File: config.mk
export PLATFORM = sky130hd
export DESIGN_NAME = sha256_message_digest
export DESIGN_NICKNAME = d
export VERILOG_FILES = /design/src/design/sha_pkg.sv /design/src/design/sha_datapath.sv /design/src/design/sha_control.sv /design/src/design/sha256_message_digest.sv
export SDC_FILE = /design/constraint.sdc
export NUM_CORES = 2
export LEC_CHECK = 0
export BUFFER_PORTS_ARGS = -buffer_cell sky130_fd_sc_hd__buf_2
export CAP_MARGIN = 20
export CORE_MARGIN = 1
export CORE_UTILIZATION = 40
export CTS_BUF_LIST = sky130_fd_sc_hd__clkbuf_8 sky130_fd_sc_hd__clkbuf_16
export DETAILED_ROUTE_END_ITERATION = 16
export PLACE_DENSITY = 0.53
export SLEW_MARGIN = 10
export SYNTH_ARGS = -nofsm -noshare
export SYNTH_HDL_FRONTEND = slang
export SYNTH_SLANG_ARGS = --single-unit
File: constraint.sdc
create_clock -name clk -period 17.8 [get_ports clk]
set_clock_uncertainty 0.2 [all_clocks]
set_input_delay 0.89 -clock clk [delete_from_list [all_inputs] [get_ports clk]]
set_output_delay 0.89 -clock clk [all_outputs]
set_load 0.005 [all_outputs]
File: src/design/sha_pkg.sv
`default_nettype none
package sha_pkg;

    typedef enum logic [3:0] {
        ST_IDLE,
        ST_LOAD,
        ST_ROUND,
        ST_FOLD,
        ST_PAD,
        ST_EMIT
    } sha_state_t;

    typedef struct packed {
        logic       byte_wr;
        logic       pad_wr;
        logic       len_wr;
        logic       zero_wr;
        logic [5:0] pad_addr;
        logic       load_start;
        logic       load_step;
        logic       round_en;
        logic       fold;
        logic       reinit;
        logic       clear_len;
    } sha_cmd_t;

    typedef struct packed {
        logic [5:0] position;
        logic [5:0] round;
    } sha_stat_t;

    localparam logic [7:0] PAD_BYTE   = 8'h80;
    localparam logic [5:0] LEN_OFFSET = 6'd56;

    localparam logic [31:0] INIT_HASH [8] = '{
        32'h6a09e667, 32'hbb67ae85, 32'h3c6ef372, 32'ha54ff53a,
        32'h510e527f, 32'h9b05688c, 32'h1f83d9ab, 32'h5be0cd19};

    localparam logic [31:0] ROUND_K [64] = '{
        32'h428a2f98, 32'h71374491, 32'hb5c0fbcf, 32'he9b5dba5,
        32'h3956c25b, 32'h59f111f1, 32'h923f82a4, 32'hab1c5ed5,
        32'hd807aa98, 32'h12835b01, 32'h243185be, 32'h550c7dc3,
        32'h72be5d74, 32'h80deb1fe, 32'h9bdc06a7, 32'hc19bf174,
        32'he49b69c1, 32'hefbe4786, 32'h0fc19dc6, 32'h240ca1cc,
        32'h2de92c6f, 32'h4a7484aa, 32'h5cb0a9dc, 32'h76f988da,
        32'h983e5152, 32'ha831c66d, 32'hb00327c8, 32'hbf597fc7,
        32'hc6e00bf3, 32'hd5a79147, 32'h06ca6351, 32'h14292967,
        32'h27b70a85, 32'h2e1b2138, 32'h4d2c6dfc, 32'h53380d13,
        32'h650a7354, 32'h766a0abb, 32'h81c2c92e, 32'h92722c85,
        32'ha2bfe8a1, 32'ha81a664b, 32'hc24b8b70, 32'hc76c51a3,
        32'hd192e819, 32'hd6990624, 32'hf40e3585, 32'h106aa070,
        32'h19a4c116, 32'h1e376c08, 32'h2748774c, 32'h34b0bcb5,
        32'h391c0cb3, 32'h4ed8aa4a, 32'h5b9cca4f, 32'h682e6ff3,
        32'h748f82ee, 32'h78a5636f, 32'h84c87814, 32'h8cc70208,
        32'h90befffa, 32'ha4506ceb, 32'hbef9a3f7, 32'hc67178f2};

    function automatic logic [31:0] rotr(input logic [31:0] x, input int n);
        rotr = (x >> n) | (x << (32 - n));
    endfunction

endpackage
`default_nettype wire

File: src/design/sha_datapath.sv
`default_nettype none
module sha_datapath
    import sha_pkg::*;
(
    input  wire logic        clk,
    input  wire logic        rst_n,
    input  wire sha_cmd_t    cmd,
    input  wire logic [7:0]  data_byte,
    input  wire logic [2:0]  out_sel,
    output sha_stat_t        stat,
    output logic [31:0]      digest_word
);

    // byte buffer: 16 words, byte-lane writes, one registered word read
    logic [31:0] buf_mem [16];
    logic [3:0]  rd_word_reg;
    logic [31:0] rd_data_reg;
    logic [5:0]  pos_reg;
    logic [63:0] len_reg;
    logic [5:0]  round_reg;
    logic [31:0] w_reg [16];
    logic [31:0] h_reg [8];
    logic [31:0] v_reg [8];

    logic [5:0] wr_addr;
    logic [7:0] wr_data;
    logic       wr_en;

    always_comb
    begin
        wr_en   = cmd.byte_wr | cmd.pad_wr | cmd.len_wr | cmd.zero_wr;
        wr_addr = cmd.byte_wr ? pos_reg : cmd.pad_addr;
        wr_data = 8'h00;
        if (cmd.byte_wr)
            wr_data = data_byte;
        else if (cmd.pad_wr)
            wr_data = PAD_BYTE;
        else if (cmd.len_wr)
            wr_data = len_reg[8 * (7 - cmd.pad_addr[2:0]) +: 8];
    end

    always_ff @(posedge clk)
    begin
        if (wr_en)
            buf_mem[wr_addr[5:2]][8 * (3 - wr_addr[1:0]) +: 8] <= wr_data;
        rd_data_reg <= buf_mem[rd_word_reg];
    end

    always_ff @(posedge clk or negedge rst_n)
    begin
        if (!rst_n)
        begin
            pos_reg     <= '0;
            len_reg     <= '0;
            rd_word_reg <= '0;
        end
        else
        begin
            if (cmd.byte_wr)
            begin
                pos_reg <= pos_reg + 6'd1;
                len_reg <= len_reg + 64'd8;
            end
            if (cmd.clear_len)
            begin
                pos_reg <= '0;
                len_reg <= '0;
            end
            if (cmd.load_start)
                rd_word_reg <= 4'd1;
            else if (cmd.load_step)
                rd_word_reg <= rd_word_reg + 4'd1;
            else
                rd_word_reg <= '0;
        end
    end

    // schedule and round
    logic [31:0] w_cur, w_new, s0, s1, t1, t2, e, a;
    always_comb
    begin
        s0    = rotr(w_reg[1], 7) ^ rotr(w_reg[1], 18) ^ (w_reg[1] >> 3);
        s1    = rotr(w_reg[14], 17) ^ rotr(w_reg[14], 19) ^ (w_reg[14] >> 10);
        w_new = w_reg[0] + s0 + w_reg[9] + s1;
        w_cur = (round_reg < 6'd16) ? w_reg[0] : w_new;
        e  = v_reg[4];
        a  = v_reg[0];
        t1 = v_reg[7] + (rotr(e, 6) ^ rotr(e, 11) ^ rotr(e, 25))
             + ((e & v_reg[5]) ^ (~e & v_reg[6])) + ROUND_K[round_reg] + w_cur;
        t2 = (rotr(a, 2) ^ rotr(a, 13) ^ rotr(a, 22))
             + ((a & v_reg[1]) ^ (a & v_reg[2]) ^ (v_reg[1] & v_reg[2]));
    end

    always_ff @(posedge clk)
    begin
        if (cmd.load_step)
        begin
            for (int i = 0; i < 15; i++)
                w_reg[i] <= w_reg[i + 1];
            w_reg[15] <= rd_data_reg;
        end
        else if (cmd.round_en)
        begin
            for (int i = 0; i < 15; i++)
                w_reg[i] <= w_reg[i + 1];
            w_reg[15] <= w_cur;
        end
        if (cmd.load_start)
            v_reg <= h_reg;
        else if (cmd.round_en)
        begin
            v_reg[7] <= v_reg[6];
            v_reg[6] <= v_reg[5];
            v_reg[5] <= v_reg[4];
            v_reg[4] <= v_reg[3] + t1;
            v_reg[3] <= v_reg[2];
            v_reg[2] <= v_reg[1];
            v_reg[1] <= v_reg[0];
            v_reg[0] <= t1 + t2;
        end
    end

    always_ff @(posedge clk or negedge rst_n)
    begin
        if (!rst_n)
        begin
            round_reg <= '0;
            h_reg     <= INIT_HASH;
        end
        else
        begin
            if (cmd.load_start)
                round_reg <= '0;
            else if (cmd.round_en)
                round_reg <= round_reg + 6'd1;
            if (cmd.fold)
                for (int i = 0; i < 8; i++)
                    h_reg[i] <= h_reg[i] + v_reg[i];
            else if (cmd.reinit)
                h_reg <= INIT_HASH;
        end
    end

    assign stat.position = pos_reg;
    assign stat.round    = round_reg;
    assign digest_word   = h_reg[out_sel];

endmodule
`default_nettype wire

File: src/design/sha_control.sv
`default_nettype none
module sha_control
    import sha_pkg::*;
(
    input  wire logic        clk,
    input  wire logic        rst_n,
    input  wire logic        valid,
    output logic             ready,
    input  wire logic        byte_present,
    input  wire logic        message_end,
    input  wire sha_stat_t   stat,
    output sha_cmd_t         cmd,
    output logic             out_valid,
    input  wire logic        out_ready,
    output logic [2:0]       out_sel
);

    sha_state_t state_reg, state_next;
    logic [4:0] cnt_reg, cnt_next;     // load count
    logic [5:0] pad_reg, pad_next;     // padding address
    logic       final_reg, final_next; // compressing a padded block
    logic       end_reg, end_next;     // message end pending
    logic [2:0] sel_reg, sel_next;

    // pad byte already placed when padding wrapped into a second block
    logic pad_pending;
    logic pad_done_reg;

    always_ff @(posedge clk or negedge rst_n)
    begin
        if (!rst_n)
        begin
            state_reg <= ST_IDLE;
            cnt_reg   <= '0;
            pad_reg   <= '0;
            final_reg <= 1'b0;
            end_reg   <= 1'b0;
            sel_reg   <= '0;
        end
        else
        begin
            state_reg <= state_next;
            cnt_reg   <= cnt_next;
            pad_reg   <= pad_next;
            final_reg <= final_next;
            end_reg   <= end_next;
            sel_reg   <= sel_next;
        end
    end

    always_comb
    begin
        state_next = state_reg;
        cnt_next   = cnt_reg;
        pad_next   = pad_reg;
        final_next = final_reg;
        end_next   = end_reg;
        sel_next   = sel_reg;
        cmd        = '0;
        ready      = 1'b0;
        out_valid  = 1'b0;
        unique case (state_reg)
            ST_IDLE:
            begin
                ready = 1'b1;
                if (valid)
                begin
                    cmd.byte_wr = byte_present;
                    end_next    = message_end;
                    final_next  = 1'b0;
                    if (byte_present && stat.position == 6'd63)
                    begin
                        state_next = ST_LOAD;
                        cnt_next   = '0;
                    end
                    else if (message_end)
                    begin
                        // pad byte goes where the next byte would
                        pad_next   = stat.position + (byte_present ? 6'd1 : 6'd0);
                        cmd.pad_wr = 1'b0;
                        state_next = ST_PAD;
                        final_next = 1'b0;
                        cnt_next   = 5'd1; // pad byte not yet written
                    end
                end
            end
            ST_PAD:
            begin
                // cnt_reg=1: write 0x80; then zeros to 56 (or 64), then length
                cmd.pad_addr = pad_reg;
                if (cnt_reg == 5'd1)
                begin
                    cmd.pad_wr = 1'b1;
                    cnt_next   = '0;
                    pad_next   = pad_reg + 6'd1;
                    if (pad_reg == 6'd63)
                    begin
                        state_next = ST_LOAD;
                        cnt_next   = '0;
                    end
                    else if (pad_reg > LEN_OFFSET - 6'd1)
                        final_next = 1'b0;
                end
                else if (pad_reg < LEN_OFFSET || !final_reg && pad_reg >= LEN_OFFSET
                         && cnt_reg == 5'd2)
                begin
                    cmd.zero_wr = 1'b1;
                    pad_next    = pad_reg + 6'd1;
                    if (pad_reg == 6'd63)
                    begin
                        state_next = ST_LOAD;
                        cnt_next   = '0;
                    end
                end
                else
                begin
                    cmd.len_wr = 1'b1;
                    pad_next   = pad_reg + 6'd1;
                    if (pad_reg == 6'd63)
                    begin
                        final_next = 1'b1;
                        state_next = ST_LOAD;
                        cnt_next   = '0;
                    end
                end
                // a block with the pad byte past offset 55 is zero filled
                if (cnt_reg == 5'd1 && pad_reg >= LEN_OFFSET && pad_reg != 6'd63)
                    cnt_next = 5'd2;
                if (cnt_reg == 5'd2 && state_next == ST_LOAD)
                    cnt_next = '0;
            end
            ST_LOAD:
            begin
                if (cnt_reg == 5'd0)
                    cmd.load_start = 1'b1;
                else
                    cmd.load_step = 1'b1;
                cnt_next = cnt_reg + 5'd1;
                if (cnt_reg == 5'd16)
                    state_next = ST_ROUND;
            end
            ST_ROUND:
            begin
                cmd.round_en = 1'b1;
                if (stat.round == 6'd63)
                    state_next = ST_FOLD;
            end
            ST_FOLD:
            begin
                cmd.fold = 1'b1;
                if (final_reg)
                begin
                    state_next = ST_EMIT;
                    sel_next   = '0;
                end
                else if (end_reg)
                begin
                    state_next = ST_PAD;
                    // full block just done: pad from 0; overflow block: zeros then len
                    cnt_next   = (pad_reg == 6'd0 && !pad_pending) ? 5'd1 : 5'd3;
                    pad_next   = '0;
                end
                else
                    state_next = ST_IDLE;
            end
            ST_EMIT:
            begin
                out_valid = 1'b1;
                if (out_ready)
                begin
                    sel_next = sel_reg + 3'd1;
                    if (sel_reg == 3'd7)
                    begin
                        cmd.reinit    = 1'b1;
                        cmd.clear_len = 1'b1;
                        end_next      = 1'b0;
                        state_next    = ST_IDLE;
                    end
                end
            end
            default: state_next = ST_IDLE;
        endcase
    end

    always_ff @(posedge clk or negedge rst_n)
    begin
        if (!rst_n)
            pad_done_reg <= 1'b0;
        else if (state_reg == ST_IDLE)
            pad_done_reg <= 1'b0;
        else if (cmd.pad_wr)
            pad_done_reg <= 1'b1;
    end
    assign pad_pending = pad_done_reg;

    assign out_sel = sel_reg;

endmodule
`default_nettype wire

File: src/design/sha256_message_digest.sv
`default_nettype none
// SHA-256 digest engine, one message byte per request.
// Input channel: valid/ready with data_byte, byte_present, message_end.
//   byte_present=0 with message_end=1 closes the message without a byte
//   (an empty message is allowed).
// Output channel: valid/ready, eight requests per message: digest_word,
//   word_index 0..7 (0 most significant), last_word high on the eighth.
// Flow: a byte that does not fill the 64-byte buffer is written while ready stays high.
//   A full buffer is followed by schedule loading from the byte buffer
//   (one word per cycle), 64 rounds and one fold; input ready is low
//   throughout, so no new byte is taken until the block is done. The
//   round unit does one round per cycle.
// An end mark walks the padding one byte a cycle, then runs one or two
//   final compressions, then offers the 8 digest words. Input ready is
//   low until the last word is taken.
// A stalled receiver simply holds the current word; nothing is lost.
// Reset loads the initial hash values and clears position and length;
//   the byte buffer is not cleared.
module sha256_message_digest
    import sha_pkg::*;
(
    input  wire logic        clk,
    input  wire logic        rst_n,
    input  wire logic        in_valid,
    output logic             in_ready,
    input  wire logic [7:0]  data_byte,
    input  wire logic        byte_present,
    input  wire logic        message_end,
    output logic             out_valid,
    input  wire logic        out_ready,
    output logic [31:0]      digest_word,
    output logic [2:0]       word_index,
    output logic             last_word
);

    sha_cmd_t   cmd;
    sha_stat_t  stat;
    logic [2:0] sel;

    sha_control u_ctrl (
        .clk          (clk),
        .rst_n        (rst_n),
        .valid        (in_valid),
        .ready        (in_ready),
        .byte_present (byte_present),
        .message_end  (message_end),
        .stat         (stat),
        .cmd          (cmd),
        .out_valid    (out_valid),
        .out_ready    (out_ready),
        .out_sel      (sel)
    );

    sha_datapath u_dp (
        .clk         (clk),
        .rst_n       (rst_n),
        .cmd         (cmd),
        .data_byte   (data_byte),
        .out_sel     (sel),
        .stat        (stat),
        .digest_word (digest_word)
    );

    assign word_index = sel;
    assign last_word  = (sel == 3'd7);

endmodule
`default_nettype wire

==> metrics.txt <==
Worst setup startpoint=u_dp.w_reg[1][212]$_DFFE_PP_; # DRC=0; synthesis-to-finish area growth=10.7%; Vias=around 64000; Synth Warn #=0; Seq. cell area=between 40000 and 50000 µm²; clock buffer depth=3; Die Area=roughly 230000 µm²; register area share after synthesis=52.2%; DP HPWL=220 mm; Max Freq=90.7 MHz; Yosys reg bits=approximately 1700; Final setup violation count=0; Worst path slowest cell=a2111oi_1; multi-input logic area=between 40000 and 50000 µm²; worst-path maximum fanout=6; Final Hold Viols=0; starting density of the core=just over 40%; GP Congestion=roughly 1; Die Ht=482 µm; Worst Setup Slack, final=about 6.8 ns; number of global-route vias before repair=approximately 62000; Final Max Tran Viols=0; Post-Syn Area=92100 µm²; Avg Inst Size Synth=roughly 11 µm²; core box area=228000 µm²; CTS root buf=clkbuf_16; Post-synth EDFFs=between 1000 and 1500; initial antenna violation count=16; via/cell ratio=between 5 and 6; starting DRC count in detailed routing=5996; Unique masters post-synth=roughly 110; # IOs=52; slew margin rel.=between 10% and 20%; Setup crit start kind=register; total power draw=about 15 mW; clock latency on the worst-skew pair=between 0.8 and 0.9 ns; first-pass GRT wire length=438 mm; pre-CTS setup slack=slightly below 7 ns; layout cell share with drive strength beyond 1=between 10% and 20%; Max-cap violations=0; most frequent CP cell=fa_1; Synth Instances=a little over 8000; total iterations of the first detailed-routing run=6; clk sink count=1666; min-delay worst type=input port to register; # fillers=around 21000; Setup crit end kind=register; largest net degree at the start of global routing=140; Worst-path clk slew=around 0.060 ns; P per Cell Area=between 100 and 150 nW/µm²; I/O Buffers=51; final WL=between 300 and 400 mm; Die W=482 µm; Synthesized Nets=around 8700; reg2reg start=u_dp.w_reg[1][212]$_DFFE_PP_; WP data arrival=11.43 ns; CTS tree=built; fin crit period=between 10 and 15 ns; Leak=about 39 nW; Synth async-reset ratio=a little over a fifth; crit path kind=register to register; CP peak stage delay=around 0.65 ns; Hold Path Origin=out_ready; Fin Setup TNS=0 ns; row count=between 150 and 200; Peak supply drop=0.191 mV; RSZ-0062 raised after global routing=no; average wire per standard cell=about 27 µm; status=complete, no violations; post-route ant nets=0; measured slew at the worst slew-check pin=~1.2 ns; Num CTS Buffers=187; H-tree depth=4; nets@finish=slightly below 9000; CP required=between 15 and 20 ns; Main synth FF type=edfxtp_1; Tot GR Track Use=about a quarter; grt ovf=0; fin crit share=about three fifths
-- per-layer routing --
| metal | vias to the layer above | GRT usage, % | routed length [µm] |
|---|---|---|---|
| met4 | 10 | 9.43 | 11400 |
| met1 | 32500 | 36.4 | 135000 |
| li1 | 29100 | - | - |
| met2 | 2114 | 40.4 | 138000 |
| met5 | - | 0 | 64 |
| met3 | 412 | 4.28 | 19100 |
-- path summary, 6_finish.rpt --
kind,to,cells past startpoint,slack [ns]
worst max-delay path,u_dp.a[30]$_DFFE_PP_,39,6.77
worst min-delay path,u_ctrl.out_sel[1]$_DFFE_PN0P_,3,0.16
worst max register to register,u_dp.a[30]$_DFFE_PP_,39,6.77
worst min register to register,u_dp.w_reg[1][44]$_DFFE_PP_,0,0.19
max in group asynchronous,u_dp.round_reg[3]$_DFFE_PN0P_,5,14.70
min in group asynchronous,u_dp.h_reg[13]$_DFFE_PN0P_,2,0.41
-- what timing repair did --
action                    in CTS  in global routing
setup buffers                  0                  0
hold endpoints to repair      28                  0
gates resized for setup        0                  0
hold buffers                   1                  0
-- kinds of logic (layout without fill, tap and decap cells) --
logic type | after synthesis | in the layout | share of synthesized area (%)
compound gates | 1811 | 1811 | 12.2
buf+inv | 743 | 884 | 3.04
xor+xnor | 636 | 636 | 6.08
mux | 371 | 371 | 6.02
fa+ha+maj | 633 | 633 | 10.2
other cells | 1 | 6 | 0.00407
simple gates | 2197 | 2197 | 10.3
flops | 1666 | 1666 | 52.2
-- synth_stat cells (48+ instances only) --
cell type | number | area share, %
dfrtp_1 | 218 | 5.9
o21a_1 | 59 | 0.48
mux2_2 | 101 | 1.2
nand2_1 | 1058 | 4.3
ha_1 | 419 | 5.7
clkbuf_1 | 302 | 1.2
mux2i_1 | 134 | 1.5
o21ai_0 | 471 | 2.6
nand3_1 | 103 | 0.56
o21bai_1 | 57 | 0.46
mux4_2 | 136 | 3.3
xor2_1 | 234 | 2.2
a21oi_1 | 604 | 3.3
nor2_1 | 606 | 2.5
edfxtp_1 | 1280 | 42
nor3_1 | 108 | 0.59
nand2b_1 | 62 | 0.42
xnor2_1 | 400 | 3.8
and3_1 | 48 | 0.33
a21o_1 | 164 | 1.3
buf_1 | 64 | 0.26
dfstp_2 | 136 | 3.9
fa_1 | 197 | 4.3
inv_1 | 372 | 1.5
-- worst max-delay path: cells and delay by family (launching register included) --
kind | cells | cell delay (ns)
simple gates | 9 | 1.39
buf+inv | 3 | 0.16
fa+ha+maj | 9 | 4.05
xor+xnor | 4 | 0.77
flops | 1 | 0.47
compound gates | 14 | 3.74
-- per-stage QoR --
stage / hold slack [ns] / utilization, % / instances / cell area [µm²]
floorplan: 0.200 / - / 8058 / 92100
global placement: 0.200 / 41.9 / 10800 / 95500
detailed placement: 0.205 / 41.9 / 10800 / 95500
CTS: 0.0854 / 44.6 / 11200 / 102000
global route: 0.146 / 44.7 / 11200 / 102000
finish: 0.156 / 44.7 / 11200 / 102000
-- cells in the final DEF (no fill, tap or decap), types with 50 or more instances in the layout --
cell type,synthesis,final
nand3_1,103,101
mux2_2,101,101
edfxtp_1,1280,1280
o21bai_1,57,57
dfrtp_1,218,208
o21a_1,59,59
clkbuf_16,0,189
a21o_1,164,164
dfstp_2,136,136
nand2b_1,62,62
nor3_1,108,107
nor2_1,606,602
nand2_1,1058,1054
fa_1,197,197
o21ai_0,471,470
mux4_2,136,136
inv_1,372,417
mux2i_1,134,134
buf_2,4,50
ha_1,419,419
xnor2_1,400,400
buf_4,0,108
a21oi_1,604,604
xor2_1,234,234
-- area by class of cell --
| type | instances | area share, % |
|---|---|---|
| antenna | 5 | 0.0123 |
| multi-input combinational | 5649 | 40.5 |
| inverter | 372 | 1.37 |
| sequential | 1666 | 47.2 |
| timing repair buffer | 164 | 1.15 |
| tap | 3009 | 3.69 |
| clock inverter | 156 | 1.41 |
| clock buffer | 192 | 4.68 |
-- power breakdown --
part | switching (mW) | internal, mW | total [mW]
clock | 1.68 | 2.27 | 3.95
combinational | 3.95 | 2.54 | 6.49
sequential | 0.0982 | 4.53 | 4.63
No activity file was read; power rests on OpenSTA's default activity.
